$ cat src/hw/rtl/zbbd_pkg.sv
// shared types, route codes and constants for the banked bus decoder
// no dependencies; zbbd_front, zbbd_back and the top level refer to this package by scoped names
`default_nettype none

package zbbd_pkg;

  // default size of the local ram, mirrored over the low 16 KB
  localparam int unsigned RAM_BYTES = 8192;

  // depths of the request queue and the result queue
  localparam int unsigned CMD_DEPTH = 4;
  localparam int unsigned OUT_DEPTH = 4;

  // reciprocal scaling used to fold the mirror offset into the ram
  localparam int unsigned RECIP_SHIFT = 24;

  // width of the offset into the low 16 KB region
  localparam int unsigned OFF_W = 14;

  // route codes of a result
  localparam logic [1:0] ROUTE_LOCAL  = 2'd0;
  localparam logic [1:0] ROUTE_EXT_RD = 2'd1;
  localparam logic [1:0] ROUTE_EXT_WR = 2'd2;
  localparam logic [1:0] ROUTE_ABSORB = 2'd3;

  // fixed read bytes and bank register shape
  localparam logic [7:0] BYTE_ZERO   = 8'h00;
  localparam logic [7:0] BYTE_ONES   = 8'hFF;
  localparam logic [7:0] BANK_HI     = 8'h60;
  localparam int unsigned BANK_W     = 9;
  localparam logic [3:0] BANK_LAST   = 4'd8;

  // decoded request as it travels from the front to the back
  typedef struct packed {
    logic [1:0]  route;
    logic        ram_rd;
    logic        ram_wr;
    logic [7:0]  read_data;
    logic [23:0] ext_address;
    logic [7:0]  ext_data;
    logic [7:0]  wr_data;
  } cmd_t;

  // one result item
  typedef struct packed {
    logic [1:0]  route;
    logic [7:0]  read_data;
    logic [23:0] ext_address;
    logic [7:0]  ext_data;
  } res_t;

endpackage

`default_nettype wire

$ cat src/hw/rtl/zbbd_front.sv
// front part: accepts bus requests, decodes the memory map, keeps the bank
// register and folds the mirror offset into a ram index; uses zbbd_pkg
`default_nettype none

module zbbd_front #(
  parameter int unsigned RamBytes = zbbd_pkg::RAM_BYTES
) (
  input  wire logic                        clk_i,
  input  wire logic                        rst_ni,
  input  wire logic                        push,
  output logic                             full,
  input  wire logic                        kind_i,
  input  wire logic [15:0]                 address_i,
  input  wire logic [7:0]                  write_data_i,
  output logic                             cmd_push_o,
  output zbbd_pkg::cmd_t                   cmd_o,
  output logic      [$clog2(RamBytes)-1:0] cmd_idx_o,
  input  wire logic                        cmd_full_i
);

  localparam int unsigned AddrW  = $clog2(RamBytes);
  localparam int unsigned OffW   = zbbd_pkg::OFF_W;
  localparam int unsigned NW     = OffW + 1;
  localparam int unsigned Recip  = (1 << zbbd_pkg::RECIP_SHIFT) / RamBytes;
  localparam int unsigned RecipW = $clog2(Recip + 1);
  localparam int unsigned ProdW  = OffW + RecipW;
  localparam int unsigned QW     = ProdW - zbbd_pkg::RECIP_SHIFT;
  localparam logic [NW-1:0] NConst = NW'(RamBytes);

  zbbd_pkg::cmd_t cmd_d;
  zbbd_pkg::cmd_t s1_cmd_q, s2_cmd_q;
  logic           s1_valid_q, s2_valid_q;
  logic [OffW-1:0] off_d, s1_off_q, s2_off_q;
  logic [ProdW-1:0] prod;
  logic [QW-1:0]  s1_quot_q;
  logic [NW-1:0]  qn_d, s2_qn_q;
  logic [NW-1:0]  rem_raw, rem;

  logic [zbbd_pkg::BANK_W-1:0] acc_q, acc_d;
  logic [3:0]                  bit_cnt_q, bit_cnt_d;
  logic [zbbd_pkg::BANK_W-1:0] page_q, page_d;

  logic stall, accept, is_bank;

  // whole pipeline holds while the last stage cannot hand over
  assign stall  = s2_valid_q && cmd_full_i;
  assign full   = stall;
  assign accept = push && !stall;

  // memory map decode
  always_comb begin
    cmd_d             = '0;
    cmd_d.wr_data     = write_data_i;
    is_bank           = 1'b0;
    if (!kind_i) begin
      if (address_i[15:14] == 2'b00) begin
        cmd_d.route  = zbbd_pkg::ROUTE_LOCAL;
        cmd_d.ram_rd = 1'b1;
      end else if (address_i[15]) begin
        cmd_d.route       = zbbd_pkg::ROUTE_EXT_RD;
        cmd_d.ext_address = {page_q, address_i[14:0]};
      end else if (!address_i[13]) begin
        cmd_d.route     = zbbd_pkg::ROUTE_LOCAL;
        cmd_d.read_data = (address_i[1:0] == 2'b00) ? zbbd_pkg::BYTE_ZERO
                                                     : zbbd_pkg::BYTE_ONES;
      end else begin
        cmd_d.route     = zbbd_pkg::ROUTE_LOCAL;
        cmd_d.read_data = zbbd_pkg::BYTE_ONES;
      end
    end else begin
      if (address_i[15:14] == 2'b00) begin
        cmd_d.route  = zbbd_pkg::ROUTE_ABSORB;
        cmd_d.ram_wr = 1'b1;
      end else if (address_i[15]) begin
        cmd_d.route       = zbbd_pkg::ROUTE_EXT_WR;
        cmd_d.ext_address = {page_q, address_i[14:0]};
        cmd_d.ext_data    = write_data_i;
      end else begin
        cmd_d.route = zbbd_pkg::ROUTE_ABSORB;
        is_bank     = (address_i[15:8] == zbbd_pkg::BANK_HI);
      end
    end
  end

  // bank bit shifter, lsb first, page loads on the ninth bit
  always_comb begin
    acc_d     = acc_q;
    bit_cnt_d = bit_cnt_q;
    page_d    = page_q;
    if (accept && kind_i && is_bank) begin
      if (bit_cnt_q == zbbd_pkg::BANK_LAST) begin
        page_d    = acc_q | (zbbd_pkg::BANK_W'(write_data_i[0]) << bit_cnt_q);
        acc_d     = '0;
        bit_cnt_d = '0;
      end else begin
        acc_d     = acc_q | (zbbd_pkg::BANK_W'(write_data_i[0]) << bit_cnt_q);
        bit_cnt_d = bit_cnt_q + 4'd1;
      end
    end
  end

  always_ff @(posedge clk_i or negedge rst_ni) begin
    if (!rst_ni) begin
      acc_q     <= '0;
      bit_cnt_q <= '0;
      page_q    <= '0;
    end else begin
      acc_q     <= acc_d;
      bit_cnt_q <= bit_cnt_d;
      page_q    <= page_d;
    end
  end

  // mirror fold: quotient estimate by reciprocal, then product, then one correction
  assign off_d   = address_i[OffW-1:0];
  assign prod    = ProdW'(off_d) * ProdW'(Recip);
  assign qn_d    = NW'(NW'(s1_quot_q) * NConst);
  assign rem_raw = NW'(s2_off_q) - s2_qn_q;
  assign rem     = (rem_raw >= NConst) ? rem_raw - NConst : rem_raw;

  // stage valid bits
  always_ff @(posedge clk_i or negedge rst_ni) begin
    if (!rst_ni) begin
      s1_valid_q <= 1'b0;
      s2_valid_q <= 1'b0;
    end else if (!stall) begin
      s1_valid_q <= accept;
      s2_valid_q <= s1_valid_q;
    end
  end

  // stage payload
  always_ff @(posedge clk_i) begin
    if (!stall) begin
      s1_cmd_q  <= cmd_d;
      s1_off_q  <= off_d;
      s1_quot_q <= prod[zbbd_pkg::RECIP_SHIFT +: QW];
      s2_cmd_q  <= s1_cmd_q;
      s2_off_q  <= s1_off_q;
      s2_qn_q   <= qn_d;
    end
  end

  assign cmd_push_o = s2_valid_q && !stall;
  assign cmd_o      = s2_cmd_q;
  assign cmd_idx_o  = rem[AddrW-1:0];

endmodule

`default_nettype wire

$ cat config.mk
export PLATFORM = sky130hd
export DESIGN_NAME = zbbd_front
export DESIGN_NICKNAME = d
export VERILOG_FILES = /design/src/hw/rtl/zbbd_pkg.sv /design/src/hw/rtl/zbbd_front.sv
export SDC_FILE = /design/constraint.sdc
export NUM_CORES = 1
export LEC_CHECK = 0
export BUFFER_PORTS_ARGS = -buffer_cell sky130_fd_sc_hd__buf_2
export CAP_MARGIN = 20
export CORE_MARGIN = 3
export CORE_UTILIZATION = 58
export DETAILED_ROUTE_END_ITERATION = 10
export PLACE_DENSITY_LB_ADDON = 0.15
export SYNTH_ARGS = -nofsm -noshare
export SYNTH_HDL_FRONTEND = slang
export SYNTH_SLANG_ARGS = --single-unit
$ cat constraint.sdc
create_clock -name clk_i -period 7.17 [get_ports clk_i]
set_input_delay 1.0755 -clock clk_i [delete_from_list [all_inputs] [get_ports clk_i]]
set_output_delay 1.0755 -clock clk_i [all_outputs]
set_load 0.02 [all_outputs]
Yosys cells after proc, flatten, opt, wreduce, memory -nomap -nowiden

Cells that the tools add are included.

Bits in registers: 158
Input bits: 29
Word-level logic and storage cells: 63
Output and inout port bits: 67

$add $sub $neg: 3
Equality and inequality tests: 2
Reduce and logical (&&, ||, !) cells: 11
Order comparisons: 1
Shift operators: 1
Bitwise gates (word level): 3
Muxes and demuxes: 19

Operators by type and width:

| cell                  | count |
|---|---|
| $mux 24               | 3 |
| $mux 32               | 2 |
| $mux 8                | 2 |
| $ge 15x14->1 const B  | 1 |
| $sub 14x14->15        | 1 |
| $mux 13               | 1 |
| $sub 13x1->13 const B | 1 |
| $mux 9                | 1 |
| $or 9x9->9            | 1 |
| $shl 1x4->9           | 1 |
| $eq 8x7->1 const B    | 1 |
| $mux 1                | 7 |
| $reduce_or 3->1       | 2 |
| $logic_and 1x1->1     | 5 |
| $add 4x1->4 const B   | 1 |
| $eq 4x4->1 const B    | 1 |
| $logic_not 2->1       | 2 |
| $mux 2                | 2 |
| $mux 4                | 1 |
| $not 1->1             | 2 |
| $reduce_and 2->1      | 1 |
| $logic_not 1->1       | 1 |

Longest topological paths before layout

Depth in word-level cells: 6
Depth in mapped cells: 7

Worst setup path after synthesis

Ideal clock, no wire load.

Path kind: input to output
Start: input port cmd_full_i
End: output port full
Slack: 1849 ps
Stages: 2
Arrival: 4245 ps
Data required time: 6094 ps
Buffers on the path: 0
Path through: nand2_1 -> inv_1

Cells in the longest elaborated chain, start to end: 1

Ends and longest elaborated chain:

| item               | line             | text |
|---|---|---|
| start: declaration | zbbd_front.sv:18 | `input wire logic cmd_full_i` |
| $logic_and 1x1->1  | zbbd_front.sv:46 | `assign stall = s2_valid_q && cmd_full_i;` |
| end: declaration   | zbbd_front.sv:11 | `output logic full,` |

No other way between the ends.

Worst setup path after layout

Ends and elaborated chain as after synthesis.

==> results by group <==
Run status
  • Status: complete, no violations

Cells and area
  • Final Instance Area: 6067 um^2
  • Commonest non-fill, non-tap cells in the layout: 116 x edfxtp_1, 95 x buf_2, 33 x and2_1
  • Filler cells: 520
  • Most common cell after layout, fill and taps aside: edfxtp_1
  • Share of cells above drive strength 1: 35.55%
  • ANT cells: 0
  • Final #Nets: 412
  • Syn-to-layout area delta: 22.92%

Floorplanning
  • Die X: 98.25 um
  • Starting Density: 59.77%
  • Core box area: 8258 um^2
  • Die span in y: 98.25 um
  • Die area: 9653 um^2
  • Row cnt: 33
  • # IOs: 96

Logic synthesis
  • Syn Area/Cell: 17.69 um^2
  • Largest area contributor in the netlist: edfxtp_1
  • Primary FF master, synth: edfxtp_1
  • Cells after synthesis: 279
  • Post-synth top area share: 70.57%
  • Seq/Total Area, Yosys: 82.74%
  • Post-synth net total: 312
  • Yosys warns: 0
  • Synth top area cells: edfxtp_1 71%, dfrtp_1 12%, and2_1 4.2%
  • Post-Syn Area: 4936 um^2
  • FF+latch count, synth: 140
  • Yosys cell types: 32
  • Number of synthesized flops with an enable pin: 116
  • Async set-or-reset flop fraction in the synthesized netlist: 17.14%

STA
  • Slew margin rel.: 31.03%
  • Clock Skew: 0.004996 ns
  • Maximum clock rate: 0.3465 GHz
  • Worst-margin pin slew: 1.035 ns
  • Setup TNS: 0 ns
  • Min Tclk post-route: 2.886 ns
  • Final worst-path cycle share: 40.25%
  • Final Hold Viols: 0
  • RSZ-0062 raised after global routing: no
  • Finish-stage setup viols: 0
  • Fin. max-slew vios: 0

Run
  • Max_cap viols: 0

Global route
  • Vias in the first global route: 2,606
  • Initial antenna violation count: 0
  • Largest net degree at the start of global routing: 90
  • Congestion Overflow GR: 0
  • M2 GR Usage: 30.05%
  • Top Usage Layer GRT: met2
  • Global Route Usage Sum: 18.04%
  • Met3 Use GR: 6.000%
  • First-pass GRT wire length: 13,100 um
  • Met1 Use GR: 21.70%

Clock network
  • Postcts setup bufs: 0
  • H-tree depth: 4
  • Hold_buf cts: 0
  • Clock slew at reported path FFs: 0.05 ns
  • Post-cts resize count: 0
  • Later-pin clock latency in the skew report: 0.50 ns
  • CTS tree: built
  • Clk buf depth: 2
  • CTS Buf Count: 17
  • Clock Sinks: 140
  • Root Driver: clkbuf_8

Setup path
  • Crit. End Element: output port
  • R2R Setup Slk: 5.13 ns
  • Worst EP required: 6.09 ns
  • Crit-path max FO: 32
  • Critical Path Source Type: input pin
  • Kind of critical path: input pin to output port
  • CP arrival: 1.81 ns

Placed design
  • Routability cong.: 0.8422
  • Number of port buffers: 95
  • DP HPWL: 5105 um
  • Area after DPL: 5459 um^2

Drt
  • Vias: 2,607
  • Drt via density: 5.256
  • Initial DRT Pass Iterations: 4
  • Drt total wl: 8072 um
  • Iter 0 DRT Violations: 165
  • Final ANT Viol Nets: 0
  • Routed wire length per instance: 16.27 um
  • # DRC: 0

Pwr
  • Max VDD drop: 0.0001731 V
  • Power Density: 335.7 nW/um^2
  • Pleak: 0.002470 uW

Min path
  • HP Class: flop to flop
-- where the power goes --
group	switching (uW)	total [uW]	internal [uW]
clock network	321	886	565
logic	115	157	42.6
registers	20.8	994	973
total	456	2040	1580
-- final cells by class --
class,instances,area (um^2),share of cell area [%]
clock buffer,17,414.1,6.826
clock inverter,14,193.9,3.197
inverter,7,26.28,0.4331
multi-input combinational,117,734.5,12.11
sequential,140,4084,67.31
tap,105,131.4,2.165
timing repair buffer,96,483.0,7.960
-- cell usage after synthesis (5+ instances only) --
cell and n:
nor2_1 13, edfxtp_1 116, dfrtp_1 24, buf_4 7, inv_1 7, nor3_1 8, a21oi_1 7, nand2_1 5
o21ai_0 19, o21ai_1 5, and2_1 33
-- path summary, 6_finish.rpt --
kind / endpoint / start / cells past startpoint
worst min-delay path: cmd_o[24] / s1_cmd_q[24] / 0
worst min register to register: cmd_o[24] / s1_cmd_q[24] / 0
max in group asynchronous: s2_valid_q / rst_ni / 1
min in group asynchronous: acc_q[0] / rst_ni / 1
worst max register to register: cmd_o[24] / s2_valid_q / 2
worst max-delay path: full / cmd_full_i / 4
-- state kept, by name, indices dropped and copies added, names as in the netlist --
| signal | cells |
|---|---|
| s1_cmd_q | 45 |
| s1_valid_q | 1 |
| acc_q | 9 |
| bit_cnt_q | 4 |
| cmd_o | 45 |
| s2_valid_q | 1 |
| s2_off_q | 13 |
| s1_off_q | 13 |
| page_q | 9 |
-- metal layers --
| layer | routed length (um) | vias up |
|---|---|---|
| met2 | 4345 | 87 |
| met1 | 3156 | 1287 |
| li1 | - | 1229 |
| met5 | 0 | - |
| met4 | 82 | 0 |
| met3 | 488 | 4 |
-- stage by stage --
step                      hold WS [ns]  total power [uW]  util, %  cells  setup WS [ns]
final                           0.4172              2037    73.47    496          4.284
after global routing            0.4238              2104    73.47    496          4.225
after CTS                       0.4181              2055    73.47    496          4.264
after detailed placement        0.4045              1169    66.11    465          4.270
after global placement          0.4006              1161    66.11    465          4.301
after floorplan                 0.4003              1111        -    279          1.849
-- critical path, stage by stage --
cell and delay (ns):
buf_2 0.12, nand2_4 0.31, inv_1 0.12, buf_2 0.18
-- logic make-up after synthesis --
group | synth area share [%]
flops | 82.74
simple gates | 9.912
mux | 0.2281
compound gates | 3.574
fa+ha+maj | 1.014
buf+inv | 2.535
(Power assumes the default switching activity.)
