## src/hw/rtl/zbbd_fifo.sv

```systemverilog
// small synchronous queue with full, empty and fill count
// no dependencies
`default_nettype none

module zbbd_fifo #(
  parameter int unsigned Width = 8,
  parameter int unsigned Depth = 4
) (
  input  wire logic                       clk_i,
  input  wire logic                       rst_ni,
  input  wire logic                       push_i,
  input  wire logic [Width-1:0]           data_i,
  output logic                            full_o,
  input  wire logic                       pop_i,
  output logic      [Width-1:0]           data_o,
  output logic                            empty_o,
  output logic      [$clog2(Depth+1)-1:0] count_o
);

  localparam int unsigned PtrW = (Depth > 1) ? $clog2(Depth) : 1;
  localparam int unsigned CntW = $clog2(Depth + 1);

  logic [Width-1:0] mem_q [Depth];
  logic [PtrW-1:0]  wr_ptr_q, wr_ptr_d;
  logic [PtrW-1:0]  rd_ptr_q, rd_ptr_d;
  logic [CntW-1:0]  cnt_q, cnt_d;
  logic             do_push, do_pop;

  assign full_o  = (cnt_q == CntW'(Depth));
  assign empty_o = (cnt_q == '0);
  assign count_o = cnt_q;
  assign data_o  = mem_q[rd_ptr_q];
  assign do_push = push_i && !full_o;
  assign do_pop  = pop_i && !empty_o;

  // pointer and count update
  always_comb begin
    wr_ptr_d = wr_ptr_q;
    rd_ptr_d = rd_ptr_q;
    cnt_d    = cnt_q;
    if (do_push) begin
      wr_ptr_d = (wr_ptr_q == PtrW'(Depth - 1)) ? '0 : wr_ptr_q + 1'b1;
    end
    if (do_pop) begin
      rd_ptr_d = (rd_ptr_q == PtrW'(Depth - 1)) ? '0 : rd_ptr_q + 1'b1;
    end
    if (do_push && !do_pop) begin
      cnt_d = cnt_q + 1'b1;
    end else if (do_pop && !do_push) begin
      cnt_d = cnt_q - 1'b1;
    end
  end

  always_ff @(posedge clk_i or negedge rst_ni) begin
    if (!rst_ni) begin
      wr_ptr_q <= '0;
      rd_ptr_q <= '0;
      cnt_q    <= '0;
    end else begin
      wr_ptr_q <= wr_ptr_d;
      rd_ptr_q <= rd_ptr_d;
      cnt_q    <= cnt_d;
    end
  end

  // entry storage
  always_ff @(posedge clk_i) begin
    if (do_push) begin
      mem_q[wr_ptr_q] <= data_i;
    end
  end

endmodule

`default_nettype wire

```

## config.mk

```make
export PLATFORM = sky130hd
export DESIGN_NAME = zbbd_fifo
export DESIGN_NICKNAME = d
export VERILOG_FILES = /design/src/hw/rtl/zbbd_fifo.sv
export SDC_FILE = /design/constraint.sdc
export NUM_CORES = 1
export LEC_CHECK = 0
export BUFFER_PORTS_ARGS = -buffer_cell sky130_fd_sc_hd__buf_2
export CORE_MARGIN = 2
export CORE_UTILIZATION = 59
export DETAILED_ROUTE_END_ITERATION = 6
export HOLD_SLACK_MARGIN = 0.1
export PLACE_DENSITY = 0.82
export SLEW_MARGIN = 20
export SYNTH_ARGS = -nofsm -noshare
export SYNTH_HDL_FRONTEND = slang
export SYNTH_SLANG_ARGS = --single-unit
```

## constraint.sdc

```tcl
create_clock -name clk_i -period 4.3 [get_ports clk_i]
set_input_delay 0.215 -clock clk_i [delete_from_list [all_inputs] [get_ports clk_i]]
set_output_delay 0.215 -clock clk_i [all_outputs]
set_load 0.02 [all_outputs]
```

## Word level (Yosys, flattened, before mapping)

Memories as Yosys holds them, arrays and structs flattened.
Index checks and enable logic that the tools add are counted.

- Word-level logic and storage cells: 27
- Register bits after elaboration: 7
- Output and inout port bits: 13
- Bits in writable memories: 32
- Input port bits: 12
- Memories kept: 1

Memories:

| name | words | width | read ports | clocked after memory_dff | wr ports | RTL line | RTL |
|---|---|---|---|---|---|---|---|
| mem_q | 4 | 8 | 1 | 0 | 1 | 23 | `logic [Width-1:0] mem_q [Depth];` |

- Add/sub/neg operators: 4
- Eq/ne operators: 3
- Reduce and logical (&&, ||, !) cells: 10
- Muxes and demuxes: 6

Operators by type and width:

| kind | count |
|---|---|
| $mux 3 | 2 |
| $add 2x1->2 const B | 2 |
| $eq 2x2->1 const B | 2 |
| $logic_and 1x1->1 | 4 |
| $logic_not 1->1 | 4 |
| $mux 2 | 2 |
| $add 3x1->3 const B | 1 |
| $eq 3x3->1 const B | 1 |
| $logic_not 3->1 | 1 |
| $sub 3x1->3 const B | 1 |
| $mux 1 | 2 |
| $reduce_bool 2->1 | 1 |

## Depth between registers and ports, before layout

Gate-level depths: netlist of the first run.

- Depth in word-level cells: 7
- Depth in mapped cells: 9
- Mapped depth without buffers: 8

## Least setup slack after synthesis of the first run

OpenSTA, ideal clock, no wires.

- Path type: reg-to-reg
- Start: reg cnt_q[0], in the netlist count_o[0]
- End: reg cnt_q[2], in the netlist count_o[2]
- Period minus slack after synthesis: 2.418 ns
- Setup slack: 1.882 ns
- Stages on the path, launching flop included: 9
- Library setup time: 0.080 ns
- Data required time: 4.220 ns
- Buffers on the path: 0
- Arrival: 2.338 ns
- Path through: dfrtp_1 > nor3_1 > nand2b_4 > ha_1 > inv_1 > fa_1 > xor2_1 > nor2_1 > xor2_1

- Longest elaborated chain between the ends: 6
- Elaborated cells on any way between the ends: 15
- Those cells by class: 2 x add/sub; 1 x eq/ne; 2 x mux; 10 x reduce/logical

RTL lines:

| element | RTL line | RTL |
|---|---|---|
| start: declaration | 26 | `logic [CntW-1:0] cnt_q, cnt_d;` |
| start signal: assignment | 62 | `cnt_q <= cnt_d;` |
| $logic_not 3->1 (*) | 30 | `assign empty_o = (cnt_q == '0);` |
| named net empty_o | 16 | `output logic empty_o,` |
| $logic_not 1->1 (*) | 34 | `assign do_pop = pop_i && !empty_o;` |
| $logic_and 1x1->1 (*) | 34 |  |
| $logic_not 1->1 | 47 | `if (do_push && !do_pop) begin` |
| $logic_and 1x1->1 | 47 |  |
| $mux 3 or $reduce_bool 2->1 (tied branches) | -- |  |

Mark *: on every way through the listed nets, which the timed path passes. The rest lies on a longest branch. The select of a mux whose other input is x is not followed.
A chain may end at the register's enable or synchronous reset.

## Worst setup path in the final report of the first run

- Start: reg rd_ptr_q[0]
- End: out data_o[5]

- Longest elaborated chain between the ends: 1

RTL lines:

| element | RTL line | RTL |
|---|---|---|
| start: declaration | 25 | `logic [PtrW-1:0] rd_ptr_q, rd_ptr_d;` |
| start signal: assignment | 61 | `rd_ptr_q <= rd_ptr_d;` |
| $mem_v2 4x8 | -- |  |
| end: declaration | 15 | `output logic [Width-1:0] data_o,` |

No other way between the ends.

==> results of run 1 <==
## worst max-delay path, stage by stage, from the launching register on
cell and delay [ns]:
dfrtp_1 0.74, mux4_2 0.59, buf_2 0.18
## area by class of cell
type                            instances  area, µm²  area share
Sequential cell                        39       1140       0.595
Clock buffer                            7       55.1      0.0288
Multi-Input combinational cell         34        453       0.237
Timing Repair Buffer                   33        210       0.110
Inverter                                3       11.3     0.00590
Clock inverter                          1       5.00     0.00262
Tap cell                               31       38.8      0.0203
## where the power goes
group	internal, mW	leakage [nW]	switching [mW]
registers	0.511	0.375	0.0982
logic	0.237	0.328	0.236
clock network	0.0793	0.0353	0.108
total	0.827	0.738	0.443
## layer usage
metal / part of all wire / up-vias
met3: 0.032 / 6
met4: 0.021 / 0
met1: 0.40 / 394
met2: 0.54 / 14
li1: - / 373
met5: 0 / -
## per-stage QoR
stage | cell area, µm² | setup slack (ns) | util
2_1_floorplan | 1620 | 1.88 | -
3_3_place_gp | 1760 | 2.31 | 0.655
3_5_place_dp | 1760 | 2.25 | 0.655
4_1_cts | 1910 | 2.20 | 0.711
5_1_grt | 1910 | 2.11 | 0.711
6_report | 1910 | 2.24 | 0.711
## flip-flops by register name (all words and copies together) (netlist names)
signal and flops:
count_o 3, mem_q 32, wr_ptr_q 2, rd_ptr_q 2
## cells in the final DEF (no fill, tap or decap), types with 2 or more instances in the layout
cell type / netlist / final
edfxtp_1: 32 / 32
buf_2: 1 / 24
dlygate4sd3_1: 0 / 9
mux4_2: 8 / 8
dfrtp_1: 7 / 7
ha_1: 6 / 6
clkbuf_4: 0 / 5
and2_2: 4 / 4
inv_1: 3 / 3
mux2_2: 3 / 3
nor2_1: 3 / 3
mux2_4: 2 / 2
xor2_1: 2 / 2
## cell families after synthesis
| kind of cell | share of synthesized area |
|---|---|
| buffers and inverters | 0.0193 |
| AND/OR/NAND/NOR | 0.0541 |
| XOR/XNOR | 0.0162 |
| multiplexers | 0.151 |
| flip-flops | 0.701 |
| adder cells (fa/ha/maj) | 0.0587 |
## worst max path at each step
stage and to:
5_1_grt count_o[2], 6_report data_o[5], 3_5_place_dp count_o[2], 3_3_place_gp count_o[2]
2_1_floorplan count_o[2], 4_1_cts data_o[5]
==> flow_metrics.tcl, run 1 <==
set metrics [dict create \
    synth_top_cell_area_share 0.593 \
    postCtsHoldBufs 9 \
    cp.required_ns 4.09 \
    drive_gt1_frac 0.436 \
    p_leak_nw 0.738 \
    synth.net_count 98 \
    clk_latency_ns 0.34 \
    start_util 0.603 \
    final_cell_count_no_fill 148 \
    core_um2 2690 \
    cts-resized-gates 0 \
    fillCellCount 179 \
    gp_routability_congestion 0.686 \
    vias 787 \
    critPathLaunchType "register" \
    first_iter_violations 21 \
    finalCritPeriodShare 0.479 \
    die_h_um 56.4 \
    grt_start_max_net_pins 13 \
    r2r_cells 8 \
    grt.overflow.total 0 \
    critPathLaunch "rd_ptr_q[0]" \
    critPathKind "reg -> out" \
    slew_viol_final 0 \
    dieArea_um2 3180 \
    first_global_vias 854 \
    grt_usage 0.186 \
    yosysWarningCount 0 \
    crit_fanout 11 \
    netlist_instances 79 \
    rr_startpoint "count_o[2]" \
    clk_pin_slew_ns 0.11 \
    h-tree-depth 2 \
    antenna_found_initial 0 \
    clock_path_buffers 2 \
    rows 19 \
    route.detailed.drc 0 \
    yosysMostFrequentCell "edfxtp_1" \
    outcome "completed" \
    post-cts-setup-buffers 0 \
    grt_use_met3 0.0484 \
    finalPower_mw 1.27 \
    async_reset_ff_frac 0.179 \
    setup_viol 0 \
    slew_headroom 0.594 \
    maxCapViolCount 0 \
    cts_made_buffers 5 \
    port_buffers 24 \
    peakVddDrop_mv 0.551 \
    met1_usage 0.239 \
    ys_seq_elements 39 \
    die_w_um 56.4 \
    area_growth_pct 17.8 \
    grtUsageMet2 0.303 \
    synth_edf_count 32 \
    grt_pass1_wl_mm 4.25 \
    antennaDiodeCount 0 \
    synth_area_leaders "edfxtp_1, mux4_2, dfrtp_1" \
    worst_slew_pin_slew_ns 0.610 \
    cts_tree "yes" \
    fin_skew_ns 0.0121 \
    synthTopCellsByCount "edfxtp_1, mux4_2, dfrtp_1, ha_1, and2_2" \
    synth_top_area_cell "edfxtp_1" \
    final_nets 135 \
    fmax_ghz 0.486 \
    ys_types 19 \
    firstDrtPassIters 4 \
    ys.flop_type "edfxtp_1" \
    root_buffer "clkbuf_4" \
    rrSetupSlack_ns 2.25 \
    syn_area_per_cell_um2 20.5 \
    p_per_area_nw_per_um2 665 \
    whs_ns 0.248 \
    place_inst 131 \
    vias_per_cell 5.32 \
    routedWlPerCell_um 17.4 \
    layout_min_cycle_time_ns 2.06 \
    synth_area_um2 1620 \
    crit_path_end_kind "primary output" \
    hpwl_mm 1.79 \
    postRouteAntennaNets 0 \
    reg2reg_to "count_o[2]" \
    cts_sinks 39 \
    yosysSeqAreaShare 0.701 \
    fin_setup_tns_ns 0 \
    num_io_pins 25 \
    hp-class "in -> async" \
    drt-total-wl_mm 2.58 \
    arrival_ns 1.84 \
    gr-max-usage-layer "met2" \
    final-hold-violation-count 0 \
    rsz0062_at_grt "false" \
]
Power figures use the tool's default switching activity.
==> run 2, diff against run 1 <==
--- a/config.mk
+++ b/config.mk
@@ -7,10 +7,10 @@
 export LEC_CHECK = 0
 export BUFFER_PORTS_ARGS = -buffer_cell sky130_fd_sc_hd__buf_2
 export CORE_MARGIN = 2
-export CORE_UTILIZATION = 59
+export CORE_UTILIZATION = 55
 export DETAILED_ROUTE_END_ITERATION = 6
 export HOLD_SLACK_MARGIN = 0.1
-export PLACE_DENSITY = 0.82
+export PLACE_DENSITY = 0.78
 export SLEW_MARGIN = 20
 export SYNTH_ARGS = -nofsm -noshare
 export SYNTH_HDL_FRONTEND = slang
==> constraint.sdc (replaced) <==
create_clock -name clk_i -period 2 [get_ports clk_i]
set_input_delay 0.1 -clock clk_i [delete_from_list [all_inputs] [get_ports clk_i]]
set_output_delay 0.1 -clock clk_i [all_outputs]
set_load 0.02 [all_outputs]
==> run 2 against run 1 <==
  * Setup slack worse by 2.1 ns
  * Via count is 4.6% higher
  * Clock power is 100% higher
  * Critical endpoint is now count_o[2]
  * Largest power group unchanged
==> flow_metrics.tcl, run 2 (synthesized netlist as in run 1, its figures left out) <==
set metrics [dict create \
    peakVddDrop_mv 1.07 \
    fmax_ghz 0.535 \
    first_global_vias 801 \
    dieArea_um2 3400 \
    finalPower_mw 2.79 \
    first_iter_violations 6 \
    crit_path_end_kind "register" \
    slew_headroom 0.727 \
    drive_gt1_frac 0.508 \
    die_w_um 58.3 \
    postRouteAntennaNets 0 \
    final_nets 140 \
    mostFrequentLayoutCells "edfxtp_1, buf_2, dlygate4sd3_1" \
    setup_viol 0 \
    slew_viol_final 0 \
    core_um2 2780 \
    antenna_found_initial 0 \
    vias 823 \
    rr_startpoint "count_o[1]" \
    clockPowerShare 0.137 \
    maxCapViolCount 0 \
    layout_commonest_cell "edfxtp_1" \
    die_h_um 58.3 \
    crit_fanout 4 \
    grt.overflow.total 0 \
    arrival_ns 2.13 \
    finalCritPeriodShare 0.935 \
    cts_made_buffers 5 \
    port_buffers 24 \
    gp_routability_congestion 0.735 \
    h-tree-depth 2 \
    grt_pass1_wl_mm 3.81 \
    r2r_cells 8 \
    root_buffer "clkbuf_4" \
    clock_path_buffers 2 \
    num_io_pins 25 \
    antennaDiodeCount 0 \
    place_inst 132 \
    cts_sinks 39 \
    drt-total-wl_mm 2.48 \
    placed_area_um2 1790 \
    p_int_mw 1.81 \
    outcome "completed" \
    grt_usage 0.167 \
    final_cell_count_no_fill 153 \
    critPathLaunchType "register" \
    p_leak_nw 0.754 \
    rsz0062_at_grt "false" \
    p_sw_uw 980 \
    swShare 0.352 \
    clk_pin_slew_ns 0.10 \
    critPathKind "reg -> reg" \
    firstDrtPassIters 3 \
    final-hold-violation-count 0 \
    hp-class "in -> reg" \
    fin_setup_tns_ns 0 \
    clk_latency_ns 0.34 \
    route.detailed.drc 0 \
    final_util 0.709 \
    vias_per_cell 5.38 \
    worst_slew_pin_slew_ns 0.410 \
    top_register "mem_q" \
    layout_min_cycle_time_ns 1.87 \
    rows 19 \
    hold_end "rd_ptr_q[0]" \
    hp-start "pop_i" \
    rrSetupSlack_ns 0.13 \
    p_per_area_nw_per_um2 1410 \
    worstHoldPathCells 3 \
    grt_start_max_net_pins 13 \
    hpwl_mm 1.65 \
    pwr-share-comb 0.392 \
    design_area_um2 1970 \
    largest_reg_flops 32 \
    routedWlPerCell_um 16.2 \
    area_growth_pct 21.7 \
    seq_power_share 0.471 \
    fin_skew_ns 0.00884 \
    cts_tree "yes" \
    reg2reg_to "count_o[2]" \
    cp.required_ns 2.26 \
    start_util 0.583 \
]
[run 2: cell count changes in the layout (fill, tap and decap cells not counted), sizes merged]
cell and change:
clkinvlp +1, buf +4, clkbuf -1, dlygate4sd3 +1
[run 2: critical path, stage by stage, from the launching register on]
cell and delay, ns:
dfrtp_2 0.46, nor3_4 0.20, nand2b_4 0.17, ha_4 0.14, inv_2 0.03, fa_1 0.37
xor2_1 0.15, nor2_1 0.12, xor2_1 0.15
[run 2: routing by layer]
layer / up-vias / GRT usage / part of all wire
li1: 385 / - / -
met4: 0 / 0.0897 / 0.026
met5: - / 0 / 0
met2: 15 / 0.252 / 0.52
met3: 6 / 0.0670 / 0.038
met1: 417 / 0.206 / 0.42
[run 2: per-stage QoR]
step	setup slack, ns	hold WS [ns]
floorplan	-0.0151	-0.196
global placement	0.181	-0.0585
detailed placement	0.140	-0.0553
CTS	0.0312	0.118
global route	0.00804	0.123
finish	0.129	0.139
[run 2: worst max-delay path by stage]
stage          depth (start not counted)        start  slack [ns]          to
6_report                               8   count_o[1]        0.13  count_o[2]
2_1_floorplan                          7   count_o[0]       -0.02  count_o[1]
3_5_place_dp                           8   count_o[1]        0.14  count_o[2]
3_3_place_gp                           8   count_o[2]        0.18  count_o[2]
4_1_cts                                2  rd_ptr_q[0]        0.03   data_o[1]
5_1_grt                                8   count_o[1]       0.008  count_o[2]
[run 2: power groups by stage]
stage	registers (mW)	clock network [mW]	logic (mW)
6_report	1.31	0.381	1.09
5_1_grt	1.34	0.435	1.19
4_1_cts	1.33	0.396	1.06
3_5_place_dp	1.35	0	1.04
2_1_floorplan	1.27	0	0.823
3_3_place_gp	1.33	0	1.01
[run 2: repair_timing]
action,CTS,global route
setup endpoints to repair,0,9
hold endpoints to repair,39,0
resized for setup,0,1
buffers inserted,0,3
hold buffers,10,0
[run 2: cell type report]
type                    count  area (µm²)
flip-flops and latches     39        1140
fillers                   177         810
multi-input cells          34         477
repair buffers             38         250
clock buffers               6        41.3
well taps                  31        38.8
clock inverters             2        12.5
inverters                   3        11.3
==> run 3, diff against run 2 <==
--- a/config.mk
+++ b/config.mk
@@ -9,6 +9,7 @@
 export CORE_MARGIN = 2
 export CORE_UTILIZATION = 55
 export DETAILED_ROUTE_END_ITERATION = 6
+export GPL_TIMING_DRIVEN = 0
 export HOLD_SLACK_MARGIN = 0.1
 export PLACE_DENSITY = 0.78
 export SLEW_MARGIN = 20
==> run 3 against run 2 <==
  * Sequential cell count did not move
  * Critical path depth fell by 1
  * Utilization rose by 1.1 points
  * Clock skew barely moved
  * Global-route usage rose by 0.57 points
  * Via count rose by 0.85%
  * Critical endpoint is now count_o[1]
  * Largest cell class unchanged
==> flow_metrics.tcl, run 3 (synthesized netlist as in run 1, its figures left out) <==
set metrics [dict create \
    outcome "completed" \
    fin_setup_tns_ns 0 \
    top_register "mem_q" \
    rsz0062_at_grt "false" \
    route.detailed.drc 0 \
    largest_reg_flops 32 \
    finalCritPeriodShare 0.956 \
    routedWlPerCell_um 16.2 \
    grt_usage 0.172 \
    num_io_pins 25 \
    design_area_um2 2000 \
    fmax_ghz 0.523 \
    start_util 0.583 \
    rows 19 \
    hpwl_mm 1.68 \
    firstDrtPassIters 4 \
    hp-class "in -> async" \
    antennaDiodeCount 0 \
    antenna_found_initial 0 \
    clk_latency_ns 0.33 \
    peakVddDrop_mv 1.06 \
    vias_per_cell 5.29 \
    clock_path_buffers 2 \
    dieArea_um2 3400 \
    slew_headroom 0.662 \
    drive_gt1_frac 0.516 \
    port_buffers 24 \
    maxCapViolCount 0 \
    gp_routability_congestion 0.670 \
    arrival_ns 2.13 \
    layout_commonest_cell "edfxtp_1" \
    final-hold-violation-count 0 \
    area_growth_pct 23.6 \
    p_per_area_nw_per_um2 1420 \
    cp.required_ns 2.22 \
    vias 830 \
    cts-resized-gates 0 \
    mostFrequentLayoutCells "edfxtp_1, buf_2, dlygate4sd3_1" \
    grt.overflow.total 0 \
    die_h_um 58.3 \
    crit_fanout 5 \
    grt_start_max_net_pins 13 \
    first_iter_violations 20 \
    worst_path_max_delay_cell "dfrtp_2" \
    setup_viol 0 \
    clk_pin_slew_ns 0.11 \
    postRouteAntennaNets 0 \
    fin_skew_ns 0.00886 \
    die_w_um 58.3 \
    cts_made_buffers 5 \
    grt_pass1_wl_mm 3.95 \
    worst_slew_pin_slew_ns 0.506 \
    drt-total-wl_mm 2.55 \
    core_um2 2780 \
    critPathLaunchType "register" \
    crit_path_end_kind "register" \
    h-tree-depth 2 \
    cts_sinks 39 \
    cpPeakStageDelay_ns 0.49 \
    p_leak_nw 0.779 \
    first_global_vias 840 \
    path_cells "nor3b_4 > nor2b_2 > buf_6 > ha_4 > inv_2 > fa_1 > mux2_2" \
    critPathKind "reg -> reg" \
    cts_tree "yes" \
    slew_viol_final 0 \
    placed_area_um2 1810 \
    final_nets 144 \
    layout_min_cycle_time_ns 1.91 \
    root_buffer "clkbuf_4" \
]
[run 3: cell count changes in the layout (fill, tap and decap cells not counted)]
| cell | delta |
|---|---|
| buf_4 | +2 |
| buf_1 | +1 |
| buf_2 | +1 |
| buf_6 | +1 |
| clkbuf_8 | +1 |
| clkinvlp_4 | -1 |
| dfrtp_1 | +1 |
| dfrtp_2 | -1 |
| dlygate4sd3_1 | -1 |
[run 3: critical path, delay by kind of cell, from the launching register on]
| family | cells | cell delay [ns] |
|---|---|---|
| multiplexers | 1 | 0.26 |
| flip-flops | 1 | 0.49 |
| buffers and inverters | 2 | 0.17 |
| AND/OR/NAND/NOR | 2 | 0.32 |
| adder cells (fa/ha/maj) | 2 | 0.55 |
[run 3: path summary, 6_finish.rpt]
kind | startpoint | to | slack (ns) | cells past startpoint
min in group clk_i | pop_i | count_o[0] | 0.19 | 4
min reg2reg | wr_ptr_q[1] | wr_ptr_q[1] | 0.58 | 1
max in group asynchronous | rst_ni | count_o[0] | 1.71 | 2
max | count_o[0] | count_o[1] | 0.09 | 7
min | rst_ni | count_o[2] | 0.11 | 2
max reg2reg | count_o[0] | count_o[1] | 0.09 | 7
[run 3: stage by stage]
step / hold WS (ns) / setup slack [ns] / std cells / util / power, mW
6_report: 0.115 / 0.0883 / 157 / 0.720 / 2.84
3_3_place_gp: -0.0587 / 0.118 / 134 / 0.650 / 2.36
5_1_grt: 0.119 / 0.00414 / 157 / 0.720 / 3.02
3_5_place_dp: -0.0560 / 0.0831 / 134 / 0.650 / 2.41
2_1_floorplan: -0.196 / -0.0151 / 79 / - / 2.10
4_1_cts: 0.116 / 0.0556 / 151 / 0.704 / 2.82
[run 3: report_power, final]
| part | total (mW) | leakage (nW) | switching (mW) | internal, mW |
|---|---|---|---|---|
| Sequential | 1.23 | 0.372 | 0.128 | 1.11 |
| Combinational | 1.21 | 0.371 | 0.618 | 0.591 |
| Clock | 0.399 | 0.0353 | 0.228 | 0.170 |
| Total | 2.84 | 0.779 | 0.975 | 1.87 |
[run 3: per-layer routing]
layer,GRT usage,wire [µm],up-vias
met4,0.0797,41,0
li1,-,-,392
met2,0.279,1340,24
met5,0,0,-
met3,0.0670,108,4
met1,0.203,1060,410
[run 3: layout make-up]
type,instances,area [µm²]
Timing Repair Buffer,39,255
Clock inverter,1,5.00
Multi-Input combinational cell,34,477
Fill cell,180,779
Buffer,3,20.0
Clock buffer,7,55.1
Sequential cell,39,1140
Tap cell,31,38.8
Inverter,3,11.3
[run 3: timing repair]
item | CTS | global route
hold buffers | 9 | 0
endpoints found under the hold margin | 39 | 0
setup endpoints to repair | 0 | 1
buffers inserted | 0 | 6
